`src/hw/rtl/tcd_pkg.sv`:
```
// Shared types, codes and state record for the thermostat call demand core.
package tcd_pkg;

    localparam logic [1:0] KIND_NONE = 2'd0;
    localparam logic [1:0] KIND_HEAT = 2'd1;
    localparam logic [1:0] KIND_COOL = 2'd2;

    localparam logic [2:0] MODE_OFF   = 3'd0;
    localparam logic [2:0] MODE_HEAT  = 3'd1;
    localparam logic [2:0] MODE_COOL  = 3'd2;
    localparam logic [2:0] MODE_AUTO  = 3'd3;
    localparam logic [2:0] MODE_EHEAT = 3'd4;

    localparam logic [2:0] CFG_HEAT_SP = 3'd0;
    localparam logic [2:0] CFG_COOL_SP = 3'd1;
    localparam logic [2:0] CFG_HYST    = 3'd2;
    localparam logic [2:0] CFG_SUSTAIN = 3'd3;
    localparam logic [2:0] CFG_DWELL   = 3'd4;

    localparam int CFG_DATA_W = 17;

    typedef struct packed {
        logic signed [13:0] temperature;
        logic               sample_valid;
        logic [31:0]        now_seconds;
        logic               swap_allowed;
        logic [2:0]         user_mode;
    } t_in;

    typedef struct packed {
        logic [1:0]  demand_kind;
        logic        gas_only;
        logic [13:0] demand_error;
        logic        sensor_fault;
    } t_out;

    typedef struct packed {
        logic [1:0]  kind;
        logic        gas;
        logic [2:0]  prev_mode;
        logic        heat_armed;
        logic        cool_armed;
        logic [31:0] heat_since;
        logic [31:0] cool_since;
        logic        heat_ended;
        logic        cool_ended;
        logic [31:0] heat_end_t;
        logic [31:0] cool_end_t;
        logic [1:0]  last_kind;
    } t_state;

endpackage

```
`src/hw/rtl/thermostat_call_demand_core.sv`:
```
// Thermostat call demand core: hysteresis calls with auto changeover gating.
//
// One sample in, one demand result out, one transfer per cycle sustained while
// the output is not stalled. Each sample is captured in an input register and
// evaluated combinationally against the call state and the configuration on its
// way into the result register, so each result passes through the input
// register and then the result register. The result register lets the next
// sample enter while a result still waits to be taken; the input stalls only
// when both registers are full and the output is stalled.
// Write configuration only while no sample is in flight.
module thermostat_call_demand_core
    import tcd_pkg::*;
(
    input  logic                  i_clk,
    input  logic                  i_rst_n,
    input  logic                  i_cfg_we,
    input  logic [2:0]            i_cfg_idx,
    input  logic [CFG_DATA_W-1:0] i_cfg_data,
    input  logic                  i_in_valid,
    output logic                  o_in_stall,
    input  t_in                   i_in_data,
    output logic                  o_out_valid,
    input  logic                  i_out_stall,
    output t_out                  o_out_data
);

    logic signed [13:0] r_heat_sp;
    logic signed [13:0] r_cool_sp;
    logic [9:0]         r_hyst;
    logic [16:0]        r_sustain;
    logic [16:0]        r_dwell;

    logic   r_in_vld;
    t_in    r_in;
    logic   r_out_vld;
    t_out   r_out;
    t_state r_st;
    t_state n_st;
    t_out   n_out;
    logic   advance;

    logic signed [15:0] t_ext;
    logic signed [15:0] heat_sp_ext;
    logic signed [15:0] cool_sp_ext;
    logic signed [15:0] heat_on;
    logic signed [15:0] cool_on;
    logic signed [15:0] err;
    logic               heat_trig;
    logic               cool_trig;
    logic               go_auto;

    function automatic t_state f_end_call(input t_state s, input logic [31:0] now);
        t_state o;
        o = s;
        if (s.kind == KIND_HEAT) begin
            o.heat_ended = 1'b1;
            o.heat_end_t = now;
            o.last_kind  = KIND_HEAT;
        end else if (s.kind == KIND_COOL) begin
            o.cool_ended = 1'b1;
            o.cool_end_t = now;
            o.last_kind  = KIND_COOL;
        end
        o.kind = KIND_NONE;
        o.gas  = 1'b0;
        return o;
    endfunction

    function automatic logic f_elapsed_ge(input logic [31:0] now, input logic [31:0] since,
                                          input logic [16:0] lim);
        logic [31:0] diff;
        diff = now - since;
        if (now >= since) begin
            return diff >= {15'd0, lim};
        end
        return lim == 17'd0;
    endfunction

    always_ff @(posedge i_clk) begin
        if (!i_rst_n) begin
            r_heat_sp <= 14'sd2000;
            r_cool_sp <= 14'sd2400;
            r_hyst    <= 10'd50;
            r_sustain <= 17'd300;
            r_dwell   <= 17'd600;
        end else if (i_cfg_we) begin
            case (i_cfg_idx)
                CFG_HEAT_SP: r_heat_sp <= i_cfg_data[13:0];
                CFG_COOL_SP: r_cool_sp <= i_cfg_data[13:0];
                CFG_HYST:    r_hyst    <= i_cfg_data[9:0];
                CFG_SUSTAIN: r_sustain <= i_cfg_data;
                CFG_DWELL:   r_dwell   <= i_cfg_data;
                default: ;
            endcase
        end
    end

    assign advance    = r_in_vld && (!r_out_vld || !i_out_stall);
    assign o_in_stall = r_in_vld && !advance;

    always_ff @(posedge i_clk) begin
        if (!i_rst_n) begin
            r_in_vld <= 1'b0;
        end else if (!o_in_stall) begin
            r_in_vld <= i_in_valid;
        end
        if (!o_in_stall && i_in_valid) begin
            r_in <= i_in_data;
        end
    end

    always_ff @(posedge i_clk) begin
        if (!i_rst_n) begin
            r_out_vld <= 1'b0;
            r_st      <= '0;
        end else begin
            if (advance) begin
                r_out_vld <= 1'b1;
                r_st      <= n_st;
            end else if (!i_out_stall) begin
                r_out_vld <= 1'b0;
            end
        end
        if (advance) begin
            r_out <= n_out;
        end
    end

    assign t_ext       = 16'(r_in.temperature);
    assign heat_sp_ext = 16'(r_heat_sp);
    assign cool_sp_ext = 16'(r_cool_sp);
    assign heat_on     = heat_sp_ext - $signed({6'd0, r_hyst});
    assign cool_on     = cool_sp_ext + $signed({6'd0, r_hyst});
    assign heat_trig   = t_ext <= heat_on;
    assign cool_trig   = t_ext >= cool_on;

    always_comb begin
        n_st    = r_st;
        go_auto = 1'b0;
        if (r_in.user_mode != r_st.prev_mode) begin
            n_st            = f_end_call(n_st, r_in.now_seconds);
            n_st.heat_armed = 1'b0;
            n_st.cool_armed = 1'b0;
            n_st.prev_mode  = r_in.user_mode;
        end

        if (!r_in.sample_valid) begin
            n_st            = f_end_call(n_st, r_in.now_seconds);
            n_st.heat_armed = 1'b0;
            n_st.cool_armed = 1'b0;
        end else begin
            case (r_in.user_mode)
                MODE_HEAT, MODE_EHEAT: begin
                    if (n_st.kind == KIND_HEAT) begin
                        if (t_ext >= heat_sp_ext) begin
                            n_st = f_end_call(n_st, r_in.now_seconds);
                        end
                    end else if (n_st.kind == KIND_NONE && heat_trig) begin
                        n_st.kind = KIND_HEAT;
                        n_st.gas  = (r_in.user_mode == MODE_EHEAT);
                    end
                end
                MODE_COOL: begin
                    if (n_st.kind == KIND_COOL) begin
                        if (t_ext <= cool_sp_ext) begin
                            n_st = f_end_call(n_st, r_in.now_seconds);
                        end
                    end else if (n_st.kind == KIND_NONE && cool_trig) begin
                        n_st.kind = KIND_COOL;
                        n_st.gas  = 1'b0;
                    end
                end
                MODE_AUTO: begin
                    go_auto = 1'b1;
                    if (n_st.kind == KIND_HEAT) begin
                        if (t_ext >= heat_sp_ext) begin
                            n_st = f_end_call(n_st, r_in.now_seconds);
                        end else begin
                            go_auto = 1'b0;
                        end
                    end else if (n_st.kind == KIND_COOL) begin
                        if (t_ext <= cool_sp_ext) begin
                            n_st = f_end_call(n_st, r_in.now_seconds);
                        end else begin
                            go_auto = 1'b0;
                        end
                    end
                    if (go_auto) begin
                        if (heat_trig && !n_st.heat_armed) begin
                            n_st.heat_since = r_in.now_seconds;
                        end
                        n_st.heat_armed = heat_trig;
                        if (cool_trig && !n_st.cool_armed) begin
                            n_st.cool_since = r_in.now_seconds;
                        end
                        n_st.cool_armed = cool_trig;
                        if (heat_trig && !cool_trig) begin
                            if (n_st.last_kind != KIND_COOL ||
                                (f_elapsed_ge(r_in.now_seconds, n_st.heat_since, r_sustain) &&
                                 n_st.cool_ended &&
                                 f_elapsed_ge(r_in.now_seconds, n_st.cool_end_t, r_dwell) &&
                                 r_in.swap_allowed)) begin
                                n_st.kind = KIND_HEAT;
                                n_st.gas  = 1'b0;
                            end
                        end else if (cool_trig && !heat_trig) begin
                            if (n_st.last_kind != KIND_HEAT ||
                                (f_elapsed_ge(r_in.now_seconds, n_st.cool_since, r_sustain) &&
                                 n_st.heat_ended &&
                                 f_elapsed_ge(r_in.now_seconds, n_st.heat_end_t, r_dwell) &&
                                 r_in.swap_allowed)) begin
                                n_st.kind = KIND_COOL;
                                n_st.gas  = 1'b0;
                            end
                        end
                    end
                end
                default: begin
                    n_st            = f_end_call(n_st, r_in.now_seconds);
                    n_st.heat_armed = 1'b0;
                    n_st.cool_armed = 1'b0;
                end
            endcase
        end
    end

    always_comb begin
        err = '0;
        if (n_st.kind == KIND_HEAT) begin
            err = heat_sp_ext - t_ext;
        end else if (n_st.kind == KIND_COOL) begin
            err = t_ext - cool_sp_ext;
        end
        n_out.demand_kind  = n_st.kind;
        n_out.gas_only     = (n_st.kind == KIND_HEAT) && n_st.gas;
        n_out.demand_error = err[15] ? 14'd0 : err[13:0];
        n_out.sensor_fault = !r_in.sample_valid;
    end

    assign o_out_valid = r_out_vld;
    assign o_out_data  = r_out;

    a_gas_needs_heat: assert property (@(posedge i_clk) disable iff (!i_rst_n)
        o_out_valid && o_out_data.gas_only |-> o_out_data.demand_kind == KIND_HEAT)
        else $error("gas-only mark without heating call");

    a_idle_no_error: assert property (@(posedge i_clk) disable iff (!i_rst_n)
        o_out_valid && o_out_data.demand_kind == KIND_NONE |-> o_out_data.demand_error == 14'd0)
        else $error("demand error without call");

    a_fault_no_call: assert property (@(posedge i_clk) disable iff (!i_rst_n)
        o_out_valid && o_out_data.sensor_fault |-> o_out_data.demand_kind == KIND_NONE)
        else $error("call held through sensor fault");

    a_advance_fills: assert property (@(posedge i_clk) disable iff (!i_rst_n)
        advance |=> o_out_valid)
        else $error("result lost on advance");

    a_heat_mode_match: assert property (@(posedge i_clk) disable iff (!i_rst_n)
        r_st.kind == KIND_HEAT |-> (r_st.prev_mode == MODE_HEAT ||
            r_st.prev_mode == MODE_AUTO || r_st.prev_mode == MODE_EHEAT))
        else $error("heating call in a mode without heat");

endmodule

```
`config.mk`:
```
export PLATFORM = sky130hd
export DESIGN_NAME = thermostat_call_demand_core
export DESIGN_NICKNAME = d
export VERILOG_FILES = /design/src/hw/rtl/tcd_pkg.sv /design/src/hw/rtl/thermostat_call_demand_core.sv
export SDC_FILE = /design/constraint.sdc
export NUM_CORES = 1
export LEC_CHECK = 0
export BUFFER_PORTS_ARGS = -buffer_cell sky130_fd_sc_hd__buf_2
export CORE_MARGIN = 1
export CORE_UTILIZATION = 50
export DETAILED_ROUTE_END_ITERATION = 7
export PLACE_DENSITY = 0.67
export SYNTH_ARGS = -nofsm -noshare
export SYNTH_HDL_FRONTEND = slang
export SYNTH_SLANG_ARGS = --single-unit
```
`constraint.sdc`:
```
create_clock -name i_clk -period 11.9 [get_ports i_clk]
set_input_delay 2.38 -clock i_clk [delete_from_list [all_inputs] [get_ports i_clk]]
set_output_delay 2.38 -clock i_clk [all_outputs]
set_load 0.02 [all_outputs]
```
==> results of run 1 <==
==> flip-flops by register name, summed over array words and instances (netlist names) <==
| signal | cells |
|---|---|
| o_out_data | 18 |
| o_out_valid | 1 |
| r_cool_sp | 14 |
| r_dwell | 17 |
| r_heat_sp | 14 |
| r_hyst | 10 |
| r_in | 51 |
| r_in_vld | 1 |
| r_st | 140 |
| r_sustain | 17 |
==> worst max-delay path by stage <==
| stage | from | to | slack (ns) | depth (start not counted) |
|---|---|---|---|---|
| finish | r_hyst[1] | o_out_data[7] | 1.36 | 42 |
| global route | r_hyst[1] | o_out_data[7] | 0.60 | 42 |
| CTS | r_hyst[1] | o_out_data[7] | 1.45 | 42 |
| detailed placement | r_hyst[1] | o_out_data[7] | 1.49 | 42 |
| global placement | r_hyst[1] | o_out_data[7] | 1.79 | 42 |
| floorplan | r_hyst[1] | o_out_data[12] | 3.06 | 45 |
==> synthesized netlist by cell type, types with 7 or more instances <==
cell type / n
a211oi_1: 30
a21boi_0: 71
a21o_1: 73
a21oi_1: 288
a221o_1: 16
a22oi_1: 10
a31oi_1: 23
a41oi_1: 8
and2_1: 19
and3_1: 23
buf_1: 8
buf_2: 13
clkbuf_1: 139
dfxtp_1: 214
edfxtp_1: 69
fa_1: 8
ha_1: 276
inv_1: 130
mux2i_1: 163
nand2_1: 412
nand2b_1: 34
nand3_1: 68
nand4_1: 60
nor2_1: 142
nor2b_1: 53
nor3_1: 40
nor4_1: 20
o2111ai_1: 7
o211a_1: 63
o211ai_1: 32
o21a_1: 37
o21ai_0: 270
o21bai_1: 13
o221a_2: 25
o221ai_1: 38
o22ai_1: 10
o31ai_1: 10
or3_1: 21
or4_1: 12
xnor2_1: 89
xor2_1: 48
==> routing by layer <==
layer,part of all wire,GRT usage,up-vias
li1,-,-,11950
met5,0,0,-
met2,0.46,0.5292,843
met3,0.065,0.04208,150
met1,0.44,0.4092,12030
met4,0.033,0.1085,0
==> worst max-delay path, delay by kind of cell, from the launching register on <==
kind	cells	cell delay (ns)
flip-flops	1	0.39
buffers and inverters	1	0.11
multiplexers	1	0.31
AND/OR/NAND/NOR	12	2.68
AO/OA/AOI/OAI	22	5.30
XOR/XNOR	2	0.30
adder cells (fa/ha/maj)	4	1.22
==> kinds of logic (layout without fill, tap and decap cells) <==
kind of cell | count (synthesis) | after routing | share of synthesized area
AOI/OAI and AO/OA | 1099 | 1099 | 0.2839
and+or+nand+nor | 942 | 942 | 0.1727
buffers and inverters | 299 | 316 | 0.04523
adders and majority gates | 284 | 284 | 0.1400
DFF | 283 | 283 | 0.2463
muxes | 168 | 168 | 0.06540
xor gates and xnor gates | 137 | 137 | 0.04649
==> stage by stage <==
| stage | hold slack (ns) | util | worst slack (ns) | area [µm²] |
|---|---|---|---|---|
| floorplan | 0.4414 | - | 3.060 | 25810 |
| global placement | 0.4485 | 0.5284 | 1.792 | 26730 |
| detailed placement | 0.4674 | 0.5284 | 1.493 | 26730 |
| CTS | 0.4798 | 0.5522 | 1.448 | 27930 |
| global route | 0.4974 | 0.5522 | 0.6035 | 27930 |
| finish | 0.4777 | 0.5522 | 1.355 | 27930 |
==> layout make-up <==
| class | count | area (µm²) |
|---|---|---|
| multi-input cells | 2630 | 18370 |
| fillers | 4665 | 22650 |
| repair buffers | 120 | 669.4 |
| clock buffers | 46 | 1011 |
| flip-flops and latches | 283 | 6356 |
| inverters | 131 | 491.7 |
| clock inverters | 19 | 192.7 |
| well taps | 672 | 840.8 |
==> power breakdown <==
group          internal, mW  total, mW  switching (mW)
logic                 0.393      0.993           0.600
clock network         0.669       1.13           0.460
registers              1.02       1.08          0.0618
total                  2.08       3.20            1.12
==> impl_metrics.tcl, run 1 <==
set metrics [dict create \
    synth-edff-count 69 \
    synth_top_cell_by_area "dfxtp_1" \
    grt_pass1_vias 23860 \
    start_util 0.5102 \
    cts_tree "done" \
    slowest_stage "a31oi_1" \
    syn_to_final_growth_pct 8.227 \
    worstPathMaxFanout 25 \
    routed-via-count 24970 \
    skew_ns 0.02410 \
    synth_area_um2 25810 \
    htree_levels 2 \
    status "finished clean" \
    gp_congestion 0.9713 \
    die_height_um 229.2 \
    r2r_slack_ns 1.36 \
    finalCriticalPeriod_ns 10.54 \
    yosysSeqAreaShare 0.2463 \
    setup_viol 0 \
    cp-start-kind "register" \
    cp.required_ns 12.28 \
    drc 0 \
    hold_viol_final 0 \
    cts_resized 0 \
    cts.sinks 283 \
    nets 3562 \
    worstMarginPinSlew_ns 1.128 \
    die_area_um2 52530 \
    hpwl_um 63230 \
    clkLatencyLatePin_ns 0.56 \
    synth_fp_nets 3572 \
    num_rows 82 \
    num_io_pins 96 \
    hold_buffers 0 \
    final.setup.tns_ns 0 \
    async_reset_ff_frac 0 \
    maxSlewHeadroom 0.2414 \
    dp_cells 3836 \
    final_common_cell "nand2_1" \
    ir_worst_vdd_mv 0.1117 \
    whs_endpoint "r_heat_sp[0]" \
    hold_depth 2 \
    end_kind "register" \
    grtUsageTotal 0.3137 \
    wl_um 84680 \
    wl_per_cell_um 21.71 \
    ys_warn_count 0 \
    dr.pass1.iters 5 \
    drive_gt1_frac 0.07742 \
    period_share 0.8861 \
    grt_max_degree 126 \
    ctsRootBufferMaster "clkbuf_16" \
    hold_class "register to register" \
    die_w_um 229.2 \
    p_total_mw 3.204 \
    netlist.area_leader.share 0.1660 \
    reg2reg_from "r_hyst[1]" \
    drtIter0Drc 2333 \
    n_antenna_cell 0 \
    gr-total-overflow 0 \
    worstPathArrival_ns 10.92 \
    grt_setup_unrepaired "no" \
    cap_violations 0 \
    synthTopCellsByArea "dfxtp_1 17%, ha_1 13%, edfxtp_1 8.0%" \
    synthFlopType "dfxtp_1" \
    instances_no_fill 3901 \
    fmax_mhz 94.83 \
    drv_slew 0 \
    critPathKind "register to register" \
    reg2regPathDepth 42 \
    grt_pass1_wl_um 131700 \
    synthDistinctLibCells 92 \
    antenna_found_initial 0 \
    p_per_area_nw_per_um2 114.7 \
    reg2reg_to "o_out_data[7]" \
    p_leak_nw 11.49 \
    final_cell_mix "412 x nand2_1, 285 x a21oi_1, 276 x ha_1" \
    slowest_delay_ns 0.74 \
    cts_buffer_depth 3 \
    synthCells 3212 \
    core_area_um2 50580 \
    avgSynthCellArea_um2 8.035 \
    clkSlewWorstSetupHoldPaths_ns 0.05 \
    hold_start "r_heat_sp[0]" \
    cp_common_cell "o21ai_0" \
    cts_setup_buffers 0 \
    cts_buffers 36 \
    routed_via_density 6.401 \
    portBuffers 95 \
    synth-seq-cells 283 \
    detail-route-antenna-nets 0 \
]
Note: power is estimated with default switching activity, not from simulation.
==> run 2: changes to the inputs <==
--- a/config.mk
+++ b/config.mk
@@ -6,6 +6,7 @@
 export NUM_CORES = 1
 export LEC_CHECK = 0
 export BUFFER_PORTS_ARGS = -buffer_cell sky130_fd_sc_hd__buf_2
+export CAP_MARGIN = 20
 export CORE_MARGIN = 1
 export CORE_UTILIZATION = 50
 export DETAILED_ROUTE_END_ITERATION = 7
==> constraint.sdc (replaced) <==
create_clock -name i_clk -period 11.5 [get_ports i_clk]
set_input_delay 2.3 -clock i_clk [delete_from_list [all_inputs] [get_ports i_clk]]
set_output_delay 2.3 -clock i_clk [all_outputs]
set_load 0.02 [all_outputs]
==> impl_metrics.tcl, run 2 (synthesis gave the netlist of run 1 again) <==
set metrics [dict create \
    portBuffers 95 \
    p_leak_nw 11.50 \
    largest_register_ffs 140 \
    n_antenna_cell 0 \
    hpwl_um 63400 \
    die_area_um2 52530 \
    cp-start-kind "register" \
    antenna_found_initial 2 \
    cts_buffer_depth 3 \
    grt_pass1_wl_um 131700 \
    drv_slew 0 \
    start_util 0.5102 \
    final.setup.tns_ns 0 \
    worstMarginPinSlew_ns 1.164 \
    drive_gt1_frac 0.07807 \
    wl_um 84460 \
    hold_ws_ns 0.4701 \
    htree_levels 2 \
    hold_viol_final 0 \
    period_share 0.9176 \
    slowest_stage "o32a_1" \
    maxSlewHeadroom 0.2170 \
    ctsRootBufferMaster "clkbuf_16" \
    skew_ns 0.02567 \
    die_w_um 229.2 \
    clkLatencyLatePin_ns 0.57 \
    cap_violations 0 \
    drc 0 \
    cts_buffers 36 \
    p_per_area_nw_per_um2 119.5 \
    top_register "r_st" \
    gp_congestion 0.9734 \
    cts_setup_buffers 0 \
    cp_top_family "compound AO/OA/AOI/OAI gates" \
    grt_setup_unrepaired "no" \
    grt_pass1_vias 24080 \
    hold_class "register to register" \
    nets 3561 \
    slowest_delay_ns 0.63 \
    finalCriticalPeriod_ns 10.55 \
    end_kind "register" \
    ir_worst_vdd_mv 0.1238 \
    dr.pass1.iters 6 \
    cp.required_ns 11.88 \
    syn_to_final_growth_pct 8.343 \
    drtIter0Drc 2437 \
    detail-route-antenna-nets 0 \
    fill_cells 4774 \
    core_area_um2 50580 \
    cts.sinks 283 \
    num_rows 82 \
    worstPathMaxFanout 25 \
    grtUsageTotal 0.3140 \
    status "finished clean" \
    worstPathArrival_ns 10.94 \
    cp_common_cell "o21ai_0" \
    wl_per_cell_um 21.66 \
    cts_tree "done" \
    fmax_mhz 94.76 \
    final_common_cell "nand2_1" \
    critPathKind "register to register" \
    grt_max_degree 115 \
    cp.buffers_inverters 3 \
    gr-total-overflow 0 \
    num_io_pins 96 \
    final_cell_mix "411 x nand2_1, 285 x a21oi_1, 276 x ha_1" \
    setup_viol 0 \
    die_height_um 229.2 \
    routed-via-count 24870 \
    clkSlewWorstSetupHoldPaths_ns 0.06 \
    routed_via_density 6.378 \
]
==> run 2: path summary, 6_finish.rpt <==
kind / startpoint / to / slack, ns / cells after the start
max: r_hyst[0] / o_out_data[7] / 0.95 / 46
min: r_heat_sp[0] / r_heat_sp[0] / 0.47 / 2
max reg2reg: r_hyst[0] / o_out_data[7] / 0.95 / 46
min reg2reg: r_heat_sp[0] / r_heat_sp[0] / 0.47 / 2
==> run 2: timing repair <==
item | 4_1_cts | 5_1_grt
setup endpoints to repair | 0 | 2
gates resized for setup | 0 | 1
hold buffers | 0 | 0
==> run 2: worst min-delay path, cell delays in order (launching register included) <==
cell,delay [ns]
dfxtp_1,0.31
nand2_1,0.05
a21boi_0,0.07
==> run 2: power by group <==
part	internal (mW)	total (mW)	switching, mW
sequential	1.05	1.12	0.0643
combinational	0.407	1.03	0.624
clock	0.707	1.19	0.484
==> run 2: area by class of cell <==
class                   instances  area, µm²  share of cell area
multi-input cells            2630      18380              0.6573
flip-flops and latches        283       6356              0.2273
clock buffers                  51       1039             0.03714
well taps                     672      840.8             0.03007
repair buffers                119      661.9             0.02367
inverters                     131      491.7             0.01759
clock inverters                14      193.9            0.006936
==> run 2: metal layers <==
metal	wire, µm	up-vias	part of all wire	GRT usage
met4	3441	2	0.041	0.1306
met2	38650	905	0.46	0.5204
met1	36240	11820	0.43	0.4035
li1	-	11940	-	-
met3	6115	201	0.072	0.05092
met5	10	-	0.00012	0
==> run 2: through the flow <==
stage,util,area [µm²],worst slack (ns),instances,total power [mW]
global route,0.5528,27960,0.03412,3900,3.510
floorplan,-,25810,2.660,3212,1.867
detailed placement,0.5283,26720,0.9733,3835,2.146
global placement,0.5283,26720,1.326,3835,2.121
finish,0.5528,27960,0.9476,3900,3.341
CTS,0.5527,27960,0.9299,3900,3.345
